### src/sv/assert_macros.svh
// Assertion macros for the cam tooth group decoder RTL.
// Included by the top module, which carries concurrent checks; no other dependencies.
`ifndef ASSERT_MACROS_SVH
`define ASSERT_MACROS_SVH

`ifndef SYNTHESIS

// Same-cycle implication, checked on the rising clock edge outside reset.
`define ASSERT_IMPL(label, clk, rst_n, ante, cons) \
  label: assert property (@(posedge clk) disable iff (!rst_n) (ante) |-> (cons)) \
    else $error("assertion failed");

// Next-cycle implication, checked on the rising clock edge outside reset.
`define ASSERT_NEXT(label, clk, rst_n, ante, cons) \
  label: assert property (@(posedge clk) disable iff (!rst_n) (ante) |=> (cons)) \
    else $error("assertion failed");

`else

`define ASSERT_IMPL(label, clk, rst_n, ante, cons)
`define ASSERT_NEXT(label, clk, rst_n, ante, cons)

`endif

`endif

### src/sv/ctgpd_pkg.sv
// Package for the cam tooth group position decoder: widths, register codes,
// group patterns and the pattern lookup. No dependencies.
`timescale 1ns / 1ps

package ctgpd_pkg;

  localparam int unsigned TimeW  = 32;
  localparam int unsigned CountW = 8;
  localparam int unsigned PosW   = 4;
  localparam int unsigned CfgIdxW  = 1;
  localparam int unsigned CfgDataW = 1;

  // Register indexes of the configuration port.
  localparam logic [CfgIdxW-1:0] CFG_SEQUENTIAL_ENABLE   = 1'd0;
  localparam logic [CfgIdxW-1:0] CFG_EIGHT_CYLINDER_MODE = 1'd1;

  localparam logic [TimeW-1:0] START_FILTER = 32'd392;

  localparam logic [PosW-1:0] GROUPS_SIX   = 4'd6;
  localparam logic [PosW-1:0] GROUPS_EIGHT = 4'd8;
  localparam int unsigned     GroupsMax    = 8;

  // Teeth per group. Entry 0 repeats the last group and the final entry
  // repeats group 1, so both neighbors of every group are at hand.
  localparam logic [1:0] PAT_SIX   [0:7] = '{2'd1, 2'd3, 2'd1, 2'd2, 2'd3, 2'd2, 2'd1, 2'd3};
  localparam logic [1:0] PAT_EIGHT [0:9] = '{2'd3, 2'd1, 2'd1, 2'd2, 2'd3, 2'd2, 2'd2, 2'd1,
                                             2'd3, 2'd1};

  // Expected tooth count at a pattern index; zero past the end of the table.
  function automatic logic [CountW-1:0] pat_at(input logic eight_mode,
                                               input logic [PosW-1:0] idx);
    logic [CountW-1:0] val;
    val = '0;
    if (eight_mode) begin
      if (idx < 4'd10) val = {6'd0, PAT_EIGHT[idx]};
    end else begin
      if (idx < 4'd8) val = {6'd0, PAT_SIX[idx[2:0]]};
    end
    return val;
  endfunction

endpackage

### src/sv/ctgpd_intf.sv
// Valid/ready channel interfaces for cam edge requests and decoder results.
// Depends on ctgpd_pkg for field widths.
`timescale 1ns / 1ps

interface ctgpd_edge_if;
  import ctgpd_pkg::*;

  logic             valid;
  logic             ready;
  logic [TimeW-1:0] edge_time;
  logic [TimeW-1:0] crank_last_time;
  logic [TimeW-1:0] crank_prev_time;

  modport source (output valid, edge_time, crank_last_time, crank_prev_time, input ready);
  modport sink   (input valid, edge_time, crank_last_time, crank_prev_time, output ready);
endinterface

interface ctgpd_result_if;
  import ctgpd_pkg::*;

  logic              valid;
  logic              ready;
  logic [PosW-1:0]   group_position;
  logic [CountW-1:0] tooth_in_group;
  logic              edge_accepted;

  modport source (output valid, group_position, tooth_in_group, edge_accepted, input ready);
  modport sink   (input valid, group_position, tooth_in_group, edge_accepted, output ready);
endinterface

### src/sv/cam_tooth_group_position_decoder_top.sv
// Cam tooth group position decoder, top level and only module.
// Depends on ctgpd_pkg, ctgpd_intf.sv and assert_macros.svh.
`timescale 1ns / 1ps

// Each request on cam_edge_i is one cam tooth falling edge with its timestamp and the two
// latest crank tooth timestamps. The block filters the edge against a noise window, detects
// group boundaries (a gap of at least three crank periods), matches the finished group against
// the six- or eight-group tooth pattern, and returns one result per request: the group
// position (0 = no cam sync), the tooth count in the current group, and whether the edge was
// accepted. Requests are first captured in an input register; once the output register is free,
// the decode and the state update happen together and the result lands in the output register.
// A request is thus taken every cycle while results drain. The throughput of one request per
// cycle while results drain is set by the state update, where each edge reads the timestamp,
// filter and counts left by the edge before it. The configuration port takes sequential_enable
// (index 0) and eight_cylinder_mode (index 1) and must be written only while no request is in
// flight.
module cam_tooth_group_position_decoder_top (
  input  logic                           clk_i,
  input  logic                           rst_ni,
  input  logic                           cfg_we_i,
  input  logic [ctgpd_pkg::CfgIdxW-1:0]  cfg_index_i,
  input  logic [ctgpd_pkg::CfgDataW-1:0] cfg_wdata_i,
  ctgpd_edge_if.sink                     cam_edge_i,
  ctgpd_result_if.source                 result_o
);
  import ctgpd_pkg::*;

  `include "assert_macros.svh"

  // Configuration registers.
  logic seq_enable_q;
  logic eight_mode_q;

  // Input register.
  logic             in_valid_q;
  logic [TimeW-1:0] edge_time_q;
  logic [TimeW-1:0] crank_last_q;
  logic [TimeW-1:0] crank_prev_q;

  // Decoder state.
  logic [TimeW-1:0]  last_cam_q, last_cam_d;
  logic [TimeW-1:0]  filter_q, filter_d;
  logic [CountW-1:0] cur_count_q, cur_count_d;
  logic [CountW-1:0] prev_count_q, prev_count_d;
  logic [PosW-1:0]   sync_pos_q, sync_pos_d;

  // Output register.
  logic              out_valid_q;
  logic [PosW-1:0]   out_pos_q;
  logic [CountW-1:0] out_count_q;
  logic              out_accepted_q;

  logic out_free;
  logic advance;
  logic in_ready;

  // The input register moves into the output register whenever the output
  // register is empty or being drained in this cycle.
  assign out_free = !out_valid_q || result_o.ready;
  assign advance  = in_valid_q && out_free;
  assign in_ready = !in_valid_q || advance;

  assign cam_edge_i.ready = in_ready;

  // Decode of the registered edge against the current state.
  logic [TimeW-1:0]   gap;
  logic [TimeW-1:0]   crank_period;
  logic [TimeW+1:0]   threshold;
  logic               passed;
  logic               history_ok;
  logic               boundary;
  logic               normal_tooth;
  logic [PosW-1:0]    groups;
  logic [PosW-1:0]    pos_plus;
  logic               held_match;
  logic [PosW-1:0]    search_pos;
  logic [PosW-1:0]    boundary_pos;

  assign gap          = edge_time_q - last_cam_q;
  assign crank_period = crank_last_q - crank_prev_q;
  assign threshold    = {2'b00, crank_period} + {1'b0, crank_period, 1'b0};
  assign passed       = seq_enable_q && (gap > filter_q);
  assign history_ok   = (last_cam_q != '0) && (crank_last_q != '0) && (crank_prev_q != '0);
  assign boundary     = passed && history_ok && ({2'b00, gap} >= threshold);
  assign normal_tooth = passed && history_ok && !boundary && (cur_count_q != '0);

  assign groups   = eight_mode_q ? GROUPS_EIGHT : GROUPS_SIX;
  assign pos_plus = sync_pos_q + 4'd1;

  // The held position still predicts the group just finished.
  assign held_match = (sync_pos_q != '0) && (sync_pos_q <= groups) &&
                      (cur_count_q == pat_at(eight_mode_q, pos_plus));

  // Search for the lowest group whose count and predecessor count both match.
  always_comb begin
    search_pos = '0;
    for (int g = GroupsMax; g >= 1; g--) begin
      if ((PosW'(g) <= groups) &&
          (cur_count_q == pat_at(eight_mode_q, PosW'(g))) &&
          (prev_count_q == pat_at(eight_mode_q, PosW'(g - 1)))) begin
        search_pos = PosW'(g);
      end
    end
  end

  always_comb begin
    boundary_pos = sync_pos_q;
    if ((cur_count_q != '0) && (prev_count_q != '0)) begin
      if (held_match) begin
        boundary_pos = (pos_plus > groups) ? 4'd1 : pos_plus;
      end else begin
        boundary_pos = search_pos;
      end
    end
  end

  always_comb begin
    last_cam_d   = last_cam_q;
    filter_d     = filter_q;
    cur_count_d  = cur_count_q;
    prev_count_d = prev_count_q;
    sync_pos_d   = sync_pos_q;
    if (passed) begin
      last_cam_d = edge_time_q;
    end
    if (boundary) begin
      prev_count_d = cur_count_q;
      cur_count_d  = 8'd1;
      filter_d     = '0;
      sync_pos_d   = boundary_pos;
    end else if (normal_tooth) begin
      if (cur_count_q != 8'd255) begin
        cur_count_d = cur_count_q + 8'd1;
      end
      filter_d = gap >> 2;
    end
  end

  // Configuration writes.
  always_ff @(posedge clk_i or negedge rst_ni) begin
    if (!rst_ni) begin
      seq_enable_q <= 1'b0;
      eight_mode_q <= 1'b0;
    end else if (cfg_we_i) begin
      unique case (cfg_index_i)
        CFG_SEQUENTIAL_ENABLE:   seq_enable_q <= cfg_wdata_i[0];
        CFG_EIGHT_CYLINDER_MODE: eight_mode_q <= cfg_wdata_i[0];
        default: ;
      endcase
    end
  end

  // Input register: control is reset, payload is not.
  always_ff @(posedge clk_i or negedge rst_ni) begin
    if (!rst_ni) begin
      in_valid_q <= 1'b0;
    end else if (in_ready) begin
      in_valid_q <= cam_edge_i.valid;
    end
  end

  always_ff @(posedge clk_i) begin
    if (in_ready && cam_edge_i.valid) begin
      edge_time_q  <= cam_edge_i.edge_time;
      crank_last_q <= cam_edge_i.crank_last_time;
      crank_prev_q <= cam_edge_i.crank_prev_time;
    end
  end

  // Decoder state, updated once per edge as it moves to the output register.
  always_ff @(posedge clk_i or negedge rst_ni) begin
    if (!rst_ni) begin
      last_cam_q   <= '0;
      filter_q     <= START_FILTER;
      cur_count_q  <= '0;
      prev_count_q <= '0;
      sync_pos_q   <= '0;
    end else if (advance) begin
      last_cam_q   <= last_cam_d;
      filter_q     <= filter_d;
      cur_count_q  <= cur_count_d;
      prev_count_q <= prev_count_d;
      sync_pos_q   <= sync_pos_d;
    end
  end

  // Output register.
  always_ff @(posedge clk_i or negedge rst_ni) begin
    if (!rst_ni) begin
      out_valid_q <= 1'b0;
    end else if (out_free) begin
      out_valid_q <= in_valid_q;
    end
  end

  always_ff @(posedge clk_i) begin
    if (advance) begin
      out_pos_q      <= sync_pos_d;
      out_count_q    <= cur_count_d;
      out_accepted_q <= passed;
    end
  end

  assign result_o.valid          = out_valid_q;
  assign result_o.group_position = out_pos_q;
  assign result_o.tooth_in_group = out_count_q;
  assign result_o.edge_accepted  = out_accepted_q;

  // The position never leaves the range of the larger pattern.
  `ASSERT_IMPL(a_pos_range, clk_i, rst_ni, 1'b1, sync_pos_q <= GROUPS_EIGHT)
  // A group boundary opens the new group with one tooth and an open filter.
  `ASSERT_NEXT(a_boundary_restart, clk_i, rst_ni, advance && boundary,
               (cur_count_q == 8'd1) && (filter_q == '0))
  // A disabled edge leaves the timing state alone.
  `ASSERT_NEXT(a_disabled_holds, clk_i, rst_ni, advance && !seq_enable_q,
               $stable(last_cam_q) && $stable(filter_q) && $stable(cur_count_q))
  // Every result reports whether the edge it was produced from was accepted.
  `ASSERT_NEXT(a_accept_flag, clk_i, rst_ni, advance, out_valid_q && (out_accepted_q == $past(passed)))

endmodule
### src/flat_wrapper.sv
// flat-port wrapper written by rule: the top's interface ports become plain ports
module cam_tooth_group_position_decoder_top_flat import ctgpd_pkg::*;
  (clk_i, rst_ni, cfg_we_i, cfg_index_i, cfg_wdata_i, cam_edge_i_valid, cam_edge_i_edge_time, cam_edge_i_crank_last_time, cam_edge_i_crank_prev_time, cam_edge_i_ready, result_o_valid, result_o_group_position, result_o_tooth_in_group, result_o_edge_accepted, result_o_ready);
  ctgpd_edge_if cam_edge_i_i ();
  ctgpd_result_if result_o_i ();
  input  logic clk_i;
  input  logic rst_ni;
  input  logic cfg_we_i;
  input  logic [ctgpd_pkg::CfgIdxW-1:0] cfg_index_i;
  input  logic [ctgpd_pkg::CfgDataW-1:0] cfg_wdata_i;
  input wire logic [$bits(cam_edge_i_i.valid)-1:0] cam_edge_i_valid;
  input wire logic [$bits(cam_edge_i_i.edge_time)-1:0] cam_edge_i_edge_time;
  input wire logic [$bits(cam_edge_i_i.crank_last_time)-1:0] cam_edge_i_crank_last_time;
  input wire logic [$bits(cam_edge_i_i.crank_prev_time)-1:0] cam_edge_i_crank_prev_time;
  output wire logic [$bits(cam_edge_i_i.ready)-1:0] cam_edge_i_ready;
  output wire logic [$bits(result_o_i.valid)-1:0] result_o_valid;
  output wire logic [$bits(result_o_i.group_position)-1:0] result_o_group_position;
  output wire logic [$bits(result_o_i.tooth_in_group)-1:0] result_o_tooth_in_group;
  output wire logic [$bits(result_o_i.edge_accepted)-1:0] result_o_edge_accepted;
  input wire logic [$bits(result_o_i.ready)-1:0] result_o_ready;
  assign cam_edge_i_i.valid = cam_edge_i_valid;
  assign cam_edge_i_i.edge_time = cam_edge_i_edge_time;
  assign cam_edge_i_i.crank_last_time = cam_edge_i_crank_last_time;
  assign cam_edge_i_i.crank_prev_time = cam_edge_i_crank_prev_time;
  assign cam_edge_i_ready = cam_edge_i_i.ready;
  assign result_o_valid = result_o_i.valid;
  assign result_o_group_position = result_o_i.group_position;
  assign result_o_tooth_in_group = result_o_i.tooth_in_group;
  assign result_o_edge_accepted = result_o_i.edge_accepted;
  assign result_o_i.ready = result_o_ready;
  cam_tooth_group_position_decoder_top u_core (.clk_i(clk_i), .rst_ni(rst_ni), .cfg_we_i(cfg_we_i), .cfg_index_i(cfg_index_i), .cfg_wdata_i(cfg_wdata_i), .cam_edge_i(cam_edge_i_i), .result_o(result_o_i));
endmodule
### config.mk
export PLATFORM = sky130hd
export DESIGN_NAME = cam_tooth_group_position_decoder_top_flat
export DESIGN_NICKNAME = d
export VERILOG_FILES = /design/src/sv/ctgpd_pkg.sv /design/src/sv/ctgpd_intf.sv /design/src/sv/cam_tooth_group_position_decoder_top.sv /design/src/flat_wrapper.sv
export VERILOG_INCLUDE_DIRS = /design/src /design/src/sv
export SDC_FILE = /design/constraint.sdc
export NUM_CORES = 1
export LEC_CHECK = 0
export BUFFER_PORTS_ARGS = -buffer_cell sky130_fd_sc_hd__buf_2
export CAP_MARGIN = 20
export CORE_MARGIN = 2
export CORE_UTILIZATION = 51
export CTS_CLUSTER_DIAMETER = 150
export DETAILED_ROUTE_END_ITERATION = 10
export GPL_ROUTABILITY_DRIVEN = 1
export PLACE_DENSITY = 0.7
export RECOVER_POWER = 25
export SYNTH_ARGS = -nofsm -noshare
export SYNTH_HDL_FRONTEND = slang
export SYNTH_SLANG_ARGS = --single-unit
### constraint.sdc
create_clock -name clk_i -period 10.3 [get_ports clk_i]
set_input_delay 1.03 -clock clk_i [delete_from_list [all_inputs] [get_ports clk_i]]
set_output_delay 1.03 -clock clk_i [all_outputs]
set_load 0.02 [all_outputs]
==> qor.csv, run 1 <==
stage;metric;value;unit
placement;Final Wtd Congestion;0.898;
layout;# diodes;0;
worst_setup_path;crit path buf inv count;0;
worst_setup_path;Worst Setup Start Kind;flip-flop;
logic_synthesis;yosys warns;0;
clock_network;cts bufs inserted;17;
power_and_ir_drop;leakage;7.11;nW
worst_setup_path;crit-path most repeated cell;ha_1;
outcome;violated checks;max-capacitance violations, max-slew violations;
detailed_routing;drt first-iter violations;646;
worst_setup_path;CP Capture Type;flip-flop;
grt;first-pass GRT wire length;52.0;mm
layout;post-route cell area;15800;um2
floorplanning;Starting Density;0.517;
power_and_ir_drop;PD cells;301;nW/um2
worst_setup_path;Worst R2R End;u_core.result_o.group_position[0];
sta;worst rel slew slack;-0.160;
grt;initial antenna violation count;0;
sta;Slew Limit Fails;33;
sta;minimum clock period after layout;8.17;ns
clock_network;Max Root-Sink Buffers;2;
sta;final hold viol count;0;
floorplanning;placeable core region;27700;um2
clock_network;CTS Root Cell;clkbuf_16;
placement;port bufs;117;
min_path;hold_sp;u_core.filter_q[13];
sta;fmax;122;MHz
min_path;Worst Hold Endpoint;u_core.filter_q[13];
power_and_ir_drop;Seq pwr share;0.248;
worst_setup_path;CP max FO;20;
min_path;worst hold path type;reg2reg;
sta;Final period util;0.793;
floorplanning;# rows;61;
detailed_routing;Vias;11149;
worst_setup_path;Arr. time, crit path;8.38;ns
logic_synthesis;#FFs+latches synth;195;
detailed_routing;drc violations;0;
floorplanning;die height;172;um
power_and_ir_drop;cell-internal power;2.65;mW
logic_synthesis;Post-synth ARST share;0.441;
layout;area delta synth->final;10.5;%
placement;HPWL after detailed placement;23.9;mm
clock_network;Clock transition at path regs;0.08;ns
worst_setup_path;CP max stage delay;0.44;ns
worst_setup_path;RR Startpoint;u_core.crank_last_q[1];
detailed_routing;WL per Instance;16.1;um
logic_synthesis;synth unique cells;96;
worst_setup_path;worst endpoint required time;10.51;ns
logic_synthesis;syn nets;1712;
sta;final setup margin;2.13;ns
sta;RSZ-0062 raised after global routing;false;
sta;Final Skew;0.0150;ns
logic_synthesis;syn avg cell area;9.95;um2
logic_synthesis;EDFF count, synth;109;
worst_setup_path;R2R setup slack;2.13;ns
flow_run;max_cap viols;1;
logic_synthesis;Main synth FF type;edfxtp_1;
detailed_routing;mean number of vias per cell;5.76;
sta;Final Setup Violations;0;
worst_setup_path;cell family with most CP delay;compound AO/OA/AOI/OAI gates;
floorplanning;I/O pin count;118;
floorplanning;die span in x;172;um
clock_network;Hold Buf Count CTS;0;
grt;GRT Overall Usage;0.219;
logic_synthesis;Seq/Total Area, Yosys;0.379;
detailed_routing;First-pass DRT Iterations;5;
clock_network;TritonCTS clock tree;yes;
detailed_routing;antenna viol nets, final;0;
sta;final setup TNS;0;ns
grt;vias in the first global route;11062;
power_and_ir_drop;Clk network pwr share;0.141;
logic_synthesis;largest cells by area after synthesis;edfxtp_1 (23%), ha_1 (15%), dfrtp_1 (15%);
sta;Slew @ Worst Pin;1.74;ns
power_and_ir_drop;Peak supply drop;194;uV
layout;share of layout cells above drive strength 1;0.157;
worst_setup_path;Setup CP Type;reg2reg;
layout;Multi-input gate area;8210;um2
grt;grt ovf;0;
power_and_ir_drop;NetSw;2.11;mW
clock_network;H-tree Lvls;4;
placement;worst slack at placement;2.25;ns
min_path;WHS Path Cells;1;
layout;most frequent cells in the layout;ha_1 (167), inv_1 (134), buf_2 (116);
clock_network;clock sinks;195;
power_and_ir_drop;sw frac;0.443;
layout;layout filler cell count;2428;
clock_network;Clock Latency Late Sink;0.46;ns
placement;Cell Area, Placed;15200;um2
logic_synthesis;Yosys top cell area share;0.229;
outcome;status;complete, but fails checks;
power_and_ir_drop;power share of the combinational group;0.611;
logic_synthesis;cells after synthesis;1439;
worst_setup_path;CP max-delay cell;edfxtp_1;
worst_setup_path;depth of the worst register-to-register path;34;
grt;largest net degree at the start of global routing;65;
clock_network;post-CTS sizing;0;
layout;Register Area;5430;um2
logic_synthesis;top cell type by total area after synthesis;edfxtp_1;
floorplanning;die area;29400;um2
detailed_routing;drt total wl;31.2;mm
layout;layout net count;1818;
clock_network;# Post-CTS Setup Buffers;0;
logic_synthesis;Netlist Area Pre-Place;14300;um2
layout;most common cell after layout, fill and taps aside;ha_1;
final cells by class:
| class | count | share of cell area |
|---|---|---|
| inverters | 136 | 0.0323 |
| well taps | 378 | 0.0299 |
| flip-flops and latches | 195 | 0.343 |
| clock buffers | 18 | 0.0278 |
| multi-input cells | 1073 | 0.519 |
| clock inverters | 14 | 0.00886 |
| repair buffers | 122 | 0.0393 |
metrics by stage:
step,power (mW),hold WS (ns),instances,utilization
after floorplan,3.43,0.457,1439,-
after global placement,3.98,0.483,1904,0.550
after detailed placement,4.06,0.484,1904,0.550
after CTS,4.77,0.506,1936,0.571
after global routing,5.23,0.518,1936,0.571
final,4.76,0.504,1936,0.571
kinds of logic (layout without fill, tap and decap cells):
family	Yosys count	in the layout	synth area share
compound gates	399	399	0.194
mux	51	51	0.0418
buf+inv	171	290	0.0480
fa+ha+maj	170	170	0.150
xor+xnor	86	86	0.0531
flops	195	195	0.379
simple gates	367	367	0.134
flip-flops by register name, indices dropped and copies added (netlist names):
signal,count
u_core.crank_last_q,32
u_core.crank_prev_q,32
u_core.edge_time_q,32
u_core.last_cam_q,32
u_core.filter_q,30
u_core.cur_count_q,8
u_core.prev_count_q,8
u_core.result_o.tooth_in_group,8
u_core.result_o.group_position,4
u_core.sync_pos_q,4
u_core.eight_mode_q,1
u_core.in_valid_q,1
u_core.result_o.edge_accepted,1
u_core.result_o.valid,1
u_core.seq_enable_q,1
Yosys cell counts (4+ instances only):
library cell / n
nand2b_1: 17
and2_1: 10
buf_2: 14
nor2b_1: 16
and4_1: 6
or3_1: 12
dfrtp_1: 83
nor4_1: 28
xnor2_1: 55
nand3_1: 33
nand4_1: 29
inv_1: 134
nand2_1: 74
edfxtp_1: 109
a31o_2: 6
mux2_4: 7
a22o_1: 31
a31oi_1: 9
o21a_1: 22
o21ai_0: 66
clkbuf_1: 12
o31ai_1: 7
o211ai_1: 11
and3_1: 11
a211oi_1: 12
xor2_1: 30
or2_2: 5
mux2_2: 34
a211o_1: 5
mux2_1: 8
a21oi_1: 101
o2111ai_1: 7
a21oi_2: 4
nor2_1: 76
o21bai_1: 11
ha_1: 167
nor3_1: 29
a21o_1: 54
power groups by stage:
stage / logic, mW / clock network (mW) / registers, mW
after CTS: 2.90 / 0.686 / 1.18
after detailed placement: 2.87 / 0 / 1.19
after global placement: 2.79 / 0 / 1.19
after floorplan: 2.27 / 0 / 1.16
final: 2.91 / 0.673 / 1.18
after global routing: 3.30 / 0.720 / 1.21
per-layer routing:
layer	wire length, um	vias to the layer above	global-route usage
met3	951	29	0.0343
met1	14200	5388	0.279
met5	0	-	0
met2	15700	167	0.390
li1	-	5565	-
met4	378	0	0.0549
worst max path at each step:
| stage | to | cells past startpoint | from |
|---|---|---|---|
| global route | u_core.result_o.group_position[0] | 34 | u_core.crank_last_q[1] |
| finish | u_core.result_o.group_position[0] | 34 | u_core.crank_last_q[1] |
| detailed placement | u_core.result_o.group_position[2] | 34 | u_core.crank_last_q[1] |
| floorplan | u_core.result_o.group_position[0] | 38 | u_core.crank_last_q[0] |
| CTS | u_core.result_o.group_position[2] | 34 | u_core.crank_last_q[1] |
| global placement | u_core.result_o.group_position[1] | 34 | u_core.crank_last_q[1] |
Note: power is estimated with default switching activity, not from simulation.
==> run 2: changes to the inputs <==
--- a/config.mk
+++ b/config.mk
@@ -13,7 +13,7 @@
 export CTS_CLUSTER_DIAMETER = 150
 export DETAILED_ROUTE_END_ITERATION = 10
 export GPL_ROUTABILITY_DRIVEN = 1
-export PLACE_DENSITY = 0.7
+export PLACE_DENSITY = 0.72
 export RECOVER_POWER = 25
 export SYNTH_ARGS = -nofsm -noshare
 export SYNTH_HDL_FRONTEND = slang
==> constraint.sdc (replaced) <==
create_clock -name clk_i -period 6.9 [get_ports clk_i]
set_input_delay 0.69 -clock clk_i [delete_from_list [all_inputs] [get_ports clk_i]]
set_output_delay 0.69 -clock clk_i [all_outputs]
set_load 0.02 [all_outputs]
==> run 2 against run 1 <==
Effect of this change: the flow finishes with violations (negative setup slack); wire length grew 3.3%; core utilization up 4.9 points; flip-flop and latch count is the same; total power increased by 60%; setup slack worse by 2.3 ns; first-iteration DRC count is 4.5% higher; sequential power is 50% higher; clock-buffer cell count decreased by 1; global-route usage grew 0.34 points.
==> qor.csv, run 2 (synthesis gave the netlist of run 1 again) <==
stage;metric;value;unit;change
placement;Inst Count DP;2006;;was 1904
clock_network;H-tree Lvls;4;;unchanged
sta;minimum clock period after layout;7.08;ns;was 8.17 ns
grt;initial antenna violation count;0;;unchanged
worst_setup_path;Setup CP Type;reg2reg;;unchanged
grt;grt ovf;0;;unchanged
grt;largest net degree at the start of global routing;65;;unchanged
placement;Cell Area, Placed;16000;um2;was 15200 um2
sta;Final period util;1.03;;was 0.793
floorplanning;Starting Density;0.517;;unchanged
outcome;violated checks;negative setup slack;;was max-capacitance violations, max-slew violations
min_path;worst hold path type;in2reg;;was reg2reg
sta;fmax;141;MHz;was 122 MHz
placement;HPWL after detailed placement;24.5;mm;was 23.9 mm
worst_setup_path;CP max stage delay;0.45;ns;was 0.44 ns
detailed_routing;WL per Instance;15.7;um;was 16.1 um
clock_network;Clock Latency Late Sink;0.46;ns;about the same
grt;vias in the first global route;11239;;was 11.1k
clock_network;cts bufs inserted;17;;unchanged
clock_network;clock sinks;195;;unchanged
layout;layout net count;1939;;was 1818
power_and_ir_drop;Peak supply drop;225;uV;was 194 uV
clock_network;TritonCTS clock tree;yes;;unchanged
placement;worst slack at placement;-0.434;ns;was 2.25 ns
worst_setup_path;crit-path most repeated cell;a21oi_2;;was ha_1
layout;layout filler cell count;2302;;was 2428
layout;# diodes;0;;unchanged
layout;most common cell after layout, fill and taps aside;ha_1;;unchanged
clock_network;Max Root-Sink Buffers;2;;unchanged
layout;area delta synth->final;19.9;%;was 10.5%
worst_setup_path;Arr. time, crit path;7.30;ns;was 8.38 ns
power_and_ir_drop;Final Power;7.64;mW;was 4.76 mW
clock_network;CTS Root Cell;clkbuf_16;;unchanged
floorplanning;placeable core region;27700;um2;unchanged
grt;first-pass GRT wire length;53.1;mm;was 52.0 mm
grt;GRT Overall Usage;0.223;;was 0.219
layout;most frequent cells in the layout;ha_1 (164), inv_1 (132), buf_4 (121);;was ha_1 (167), inv_1 (134), buf_2 (116)
power_and_ir_drop;PD cells;445;nW/um2;was 301 nW/um2
sta;tightest hold margin;0.407;ns;was 0.504 ns
layout;post-route cell area;17200;um2;was 15800 um2
placement;port bufs;117;;unchanged
detailed_routing;drt total wl;32.3;mm;was 31.2 mm
worst_setup_path;crit path buf inv count;1;;was 0
floorplanning;I/O pin count;118;;unchanged
sta;Slew Limit Fails;0;;was 33
worst_setup_path;Worst Setup Start Kind;flip-flop;;unchanged
worst_setup_path;CP max FO;4;;was 20
worst_setup_path;worst endpoint required time;7.12;ns;was 10.51 ns
flow_run;max_cap viols;0;;was 1
floorplanning;# rows;61;;unchanged
floorplanning;die area;29400;um2;unchanged
placement;Final Wtd Congestion;0.929;;was 0.898
clock_network;Clock transition at path regs;0.09;ns;was 0.08 ns
sta;final setup margin;-0.181;ns;was 2.13 ns
layout;share of layout cells above drive strength 1;0.251;;was 0.157
power_and_ir_drop;leakage;7.78;nW;was 7.11 nW
detailed_routing;First-pass DRT Iterations;6;;was 5
detailed_routing;antenna viol nets, final;0;;unchanged
sta;Final Skew;0.0150;ns;about the same
floorplanning;die span in x;172;um;unchanged
worst_setup_path;CP max-delay cell;edfxtp_1;;unchanged
sta;Final Setup Violations;58;;was 0
worst_setup_path;cell family with most CP delay;compound AO/OA/AOI/OAI gates;;unchanged
detailed_routing;drc violations;0;;unchanged
sta;worst rel slew slack;0.101;;was -0.160
layout;non-filler cells, final;2057;;was 1936
clock_network;Hold Buf Count CTS;0;;unchanged
sta;final hold viol count;0;;unchanged
detailed_routing;Vias;11646;;was 11.1k
outcome;status;complete, but fails checks;;unchanged
worst_setup_path;CP Capture Type;flip-flop;;unchanged
sta;Slew @ Worst Pin;1.35;ns;was 1.74 ns
detailed_routing;mean number of vias per cell;5.66;;was 5.76
detailed_routing;drt first-iter violations;675;;was 646
floorplanning;die height;172;um;unchanged
sta;RSZ-0062 raised after global routing;true;;was false
run 2: changes by cell type in the layout (fill, tap and decap cells not counted), sizes merged:
| cell | delta |
|---|---|
| buf | +121 |
| clkinv | +2 |
| clkbuf | -1 |
| bufinv | -1 |
run 2: power breakdown:
part	total (mW)	switching, mW	internal, mW
Sequential	1.77	0.220	1.55
Clock	1.01	0.517	0.496
Combinational	4.86	2.61	2.25
run 2: worst paths after layout:
kind | start | endpoint | slack (ns) | cells past startpoint
max reg2reg | u_core.crank_last_q[1] | u_core.result_o.group_position[0] | -0.18 | 37
max | u_core.crank_last_q[1] | u_core.result_o.group_position[0] | -0.18 | 37
min reg2reg | u_core.in_valid_q | u_core.result_o.valid | 0.49 | 1
min in group asynchronous | rst_ni | u_core.sync_pos_q[1] | 0.51 | 1
max in group asynchronous | rst_ni | u_core.last_cam_q[12] | 4.87 | 2
min | cam_edge_i_crank_prev_time[12] | u_core.crank_prev_q[12] | 0.41 | 1
run 2: layout make-up:
type / count / area (um2) / area share
Multi-Input combinational cell: 1073 / 8580 / 0.500
Sequential cell: 195 / 5430 / 0.316
Timing Repair Buffer: 243 / 1570 / 0.0912
Inverter: 136 / 510 / 0.0297
Tap cell: 378 / 473 / 0.0275
Clock buffer: 17 / 425 / 0.0248
Clock inverter: 15 / 186 / 0.0109
run 2: layer usage:
metal	part of all wire	track usage	vias to the layer above
met4	0.019	0.0671	0
met5	0	0	-
met2	0.51	0.400	214
li1	-	-	5795
met3	0.028	0.0297	37
met1	0.44	0.278	5600
run 2: timing repair:
item,in CTS,in global routing
pin swaps,22,54
setup buffers,8,11
endpoints found under the setup margin,62,62
resized for setup,26,51
endpoints found under the hold margin,0,0
run 2: through the flow:
step | utilization | setup TNS (ns)
2_1_floorplan | - | 0
3_3_place_gp | 0.579 | -8.09
3_5_place_dp | 0.579 | -20.56
4_1_cts | 0.607 | 0
5_1_grt | 0.620 | -32.32
6_report | 0.620 | -6.61
==> run 3: changes to the inputs <==
--- a/config.mk
+++ b/config.mk
@@ -6,7 +6,7 @@
 export SDC_FILE = /design/constraint.sdc
 export NUM_CORES = 1
 export LEC_CHECK = 0
-export BUFFER_PORTS_ARGS = -buffer_cell sky130_fd_sc_hd__buf_2
+export BUFFER_PORTS_ARGS = -buffer_cell sky130_fd_sc_hd__buf_4
 export CAP_MARGIN = 20
 export CORE_MARGIN = 2
 export CORE_UTILIZATION = 51
==> run 3 against run 2 <==
Effect of this change: the flow now finishes without violations; maximum frequency is 3.2% higher; non-clock buffer count up 2; critical path depth is 5 lower; setup slack improved by 0.22 ns; clock-buffer cell count increased by 3; first-iteration DRC count is 11% higher; die area unchanged; largest cell class unchanged.
==> qor.csv, run 3 (synthesis gave the netlist of run 1 again) <==
stage;metric;value;unit;change
power_and_ir_drop;leakage;7.90;nW;was 7.78 nW
clock_network;TritonCTS clock tree;yes;;unchanged
power_and_ir_drop;Peak supply drop;269;uV;was 225 uV
worst_setup_path;crit-path most repeated cell;ha_1;;was a21oi_2
detailed_routing;drc violations;0;;unchanged
layout;non-filler cells, final;2060;;was 2057
worst_setup_path;Arr. time, crit path;7.08;ns;was 7.30 ns
layout;area delta synth->final;21.6;%;was 19.9%
detailed_routing;drt first-iter violations;750;;was 675
power_and_ir_drop;PD cells;444;nW/um2;was 445 nW/um2
placement;HPWL after detailed placement;25.0;mm;was 24.5 mm
clock_network;H-tree Lvls;4;;unchanged
flow_run;max_cap viols;0;;unchanged
worst_setup_path;CP Capture Type;flip-flop;;unchanged
placement;Inst Count DP;2002;;was 2006
detailed_routing;antenna viol nets, final;0;;unchanged
worst_setup_path;Setup CP Type;reg2reg;;unchanged
layout;most frequent cells in the layout;buf_4 (176), ha_1 (164), inv_1 (131);;was ha_1 (164), inv_1 (132), buf_4 (121)
placement;port bufs;117;;unchanged
grt;largest net degree at the start of global routing;65;;unchanged
clock_network;clock sinks;195;;unchanged
outcome;status;finished, final reports clean;;was complete, but fails checks
layout;share of layout cells above drive strength 1;0.249;;was 0.251
detailed_routing;drt total wl;33.2;mm;was 32.3 mm
grt;vias in the first global route;11519;;was 11.2k
floorplanning;die height;172;um;unchanged
sta;fmax;146;MHz;was 141 MHz
worst_setup_path;CP max-delay cell;edfxtp_1;;unchanged
min_path;worst hold path type;in2reg;;unchanged
sta;final hold viol count;0;;unchanged
clock_network;Max Root-Sink Buffers;2;;unchanged
floorplanning;# rows;61;;unchanged
sta;final setup TNS;0;ns;was -6.61 ns
sta;Final Setup Violations;0;;was 58
floorplanning;die area;29400;um2;unchanged
placement;Final Wtd Congestion;0.916;;was 0.929
sta;Final period util;0.995;;was 1.03
detailed_routing;mean number of vias per cell;5.66;;about the same
floorplanning;placeable core region;27700;um2;unchanged
sta;Slew @ Worst Pin;1.33;ns;was 1.35 ns
worst_setup_path;worst endpoint required time;7.11;ns;was 7.12 ns
grt;GRT Overall Usage;0.230;;was 0.223
grt;initial antenna violation count;2;;was 0
sta;worst rel slew slack;0.116;;was 0.101
detailed_routing;Vias;11652;;was 11.6k
sta;Final Skew;0.0189;ns;was 0.0150 ns
floorplanning;Starting Density;0.517;;unchanged
detailed_routing;First-pass DRT Iterations;5;;was 6
sta;RSZ-0062 raised after global routing;true;;unchanged
layout;most common cell after layout, fill and taps aside;buf_4;;was ha_1
worst_setup_path;CP max FO;4;;unchanged
sta;Slew Limit Fails;0;;unchanged
clock_network;CTS Root Cell;clkbuf_16;;unchanged
floorplanning;die span in x;172;um;unchanged
worst_setup_path;Worst Setup Start Kind;flip-flop;;unchanged
floorplanning;I/O pin count;118;;unchanged
grt;grt ovf;0;;unchanged
sta;minimum clock period after layout;6.86;ns;was 7.08 ns
layout;layout net count;1941;;was 1939
clock_network;Clock transition at path regs;0.08;ns;was 0.09 ns
clock_network;cts bufs inserted;17;;unchanged
grt;first-pass GRT wire length;54.2;mm;was 53.1 mm
worst_setup_path;CP max stage delay;0.41;ns;was 0.45 ns
detailed_routing;WL per Instance;16.1;um;was 15.7 um
clock_network;Clock Latency Late Sink;0.46;ns;about the same
clock_network;Hold Buf Count CTS;0;;unchanged
-- run 3: where the power goes --
part,total [mW],internal (mW),switching [mW]
registers,1.77,1.55,0.226
logic,4.94,2.31,2.63
clock network,1.02,0.524,0.495
-- run 3: critical path, delay by kind of cell (launching register included) --
family          cells  cell delay [ns]
buf+inv             2             0.30
mux                 1             0.30
simple gates       11             1.59
flops               1             0.41
fa+ha+maj           3             0.90
compound gates     13             2.78
xor+xnor            2             0.32
-- run 3: routing by layer --
layer,routed length (um),track usage
met5,13,0
met4,718,0.0792
met3,1250,0.0446
met2,17000,0.414
met1,14200,0.273
-- run 3: path summary, 6_finish.rpt --
kind	start	to	slack (ns)	cells past startpoint
setup / recovery	u_core.crank_last_q[10]	u_core.result_o.group_position[1]	0.04	32
hold / removal	cam_edge_i_crank_prev_time[17]	u_core.crank_prev_q[17]	0.41	1
min in group asynchronous	rst_ni	u_core.sync_pos_q[1]	0.51	1
hold reg to reg	u_core.in_valid_q	u_core.result_o.valid	0.50	1
setup reg to reg	u_core.crank_last_q[10]	u_core.result_o.group_position[1]	0.04	32
max in group asynchronous	rst_ni	u_core.last_cam_q[12]	4.88	2
-- run 3: stage by stage --
| step | worst slack, ns | utilization | cell area [um2] | hold WS, ns | power [mW] |
|---|---|---|---|---|---|
| floorplan | 0.0154 | - | 14300 | 0.394 | 5.12 |
| CTS | -0.0446 | 0.623 | 17300 | 0.117 | 7.60 |
| global placement | -0.219 | 0.588 | 16300 | 0.472 | 6.21 |
| global route | -0.459 | 0.629 | 17400 | 0.393 | 8.42 |
| detailed placement | -0.445 | 0.588 | 16300 | 0.486 | 6.37 |
| finish | 0.0372 | 0.629 | 17400 | 0.409 | 7.74 |
-- run 3: area by class of cell --
class | instances | area [um2]
fillers | 2322 | 10300
multi-input cells | 1073 | 8520
flip-flops and latches | 195 | 5430
repair buffers | 245 | 1880
inverters | 136 | 510
clock buffers | 20 | 478
well taps | 378 | 473
clock inverters | 12 | 135
diodes | 1 | 2.50
-- run 3: repair_timing --
action,CTS,global route
setup endpoints to repair,62,62
setup buffers,16,8
gates resized for setup,48,19
gates cloned,0,1
pin swaps,46,25
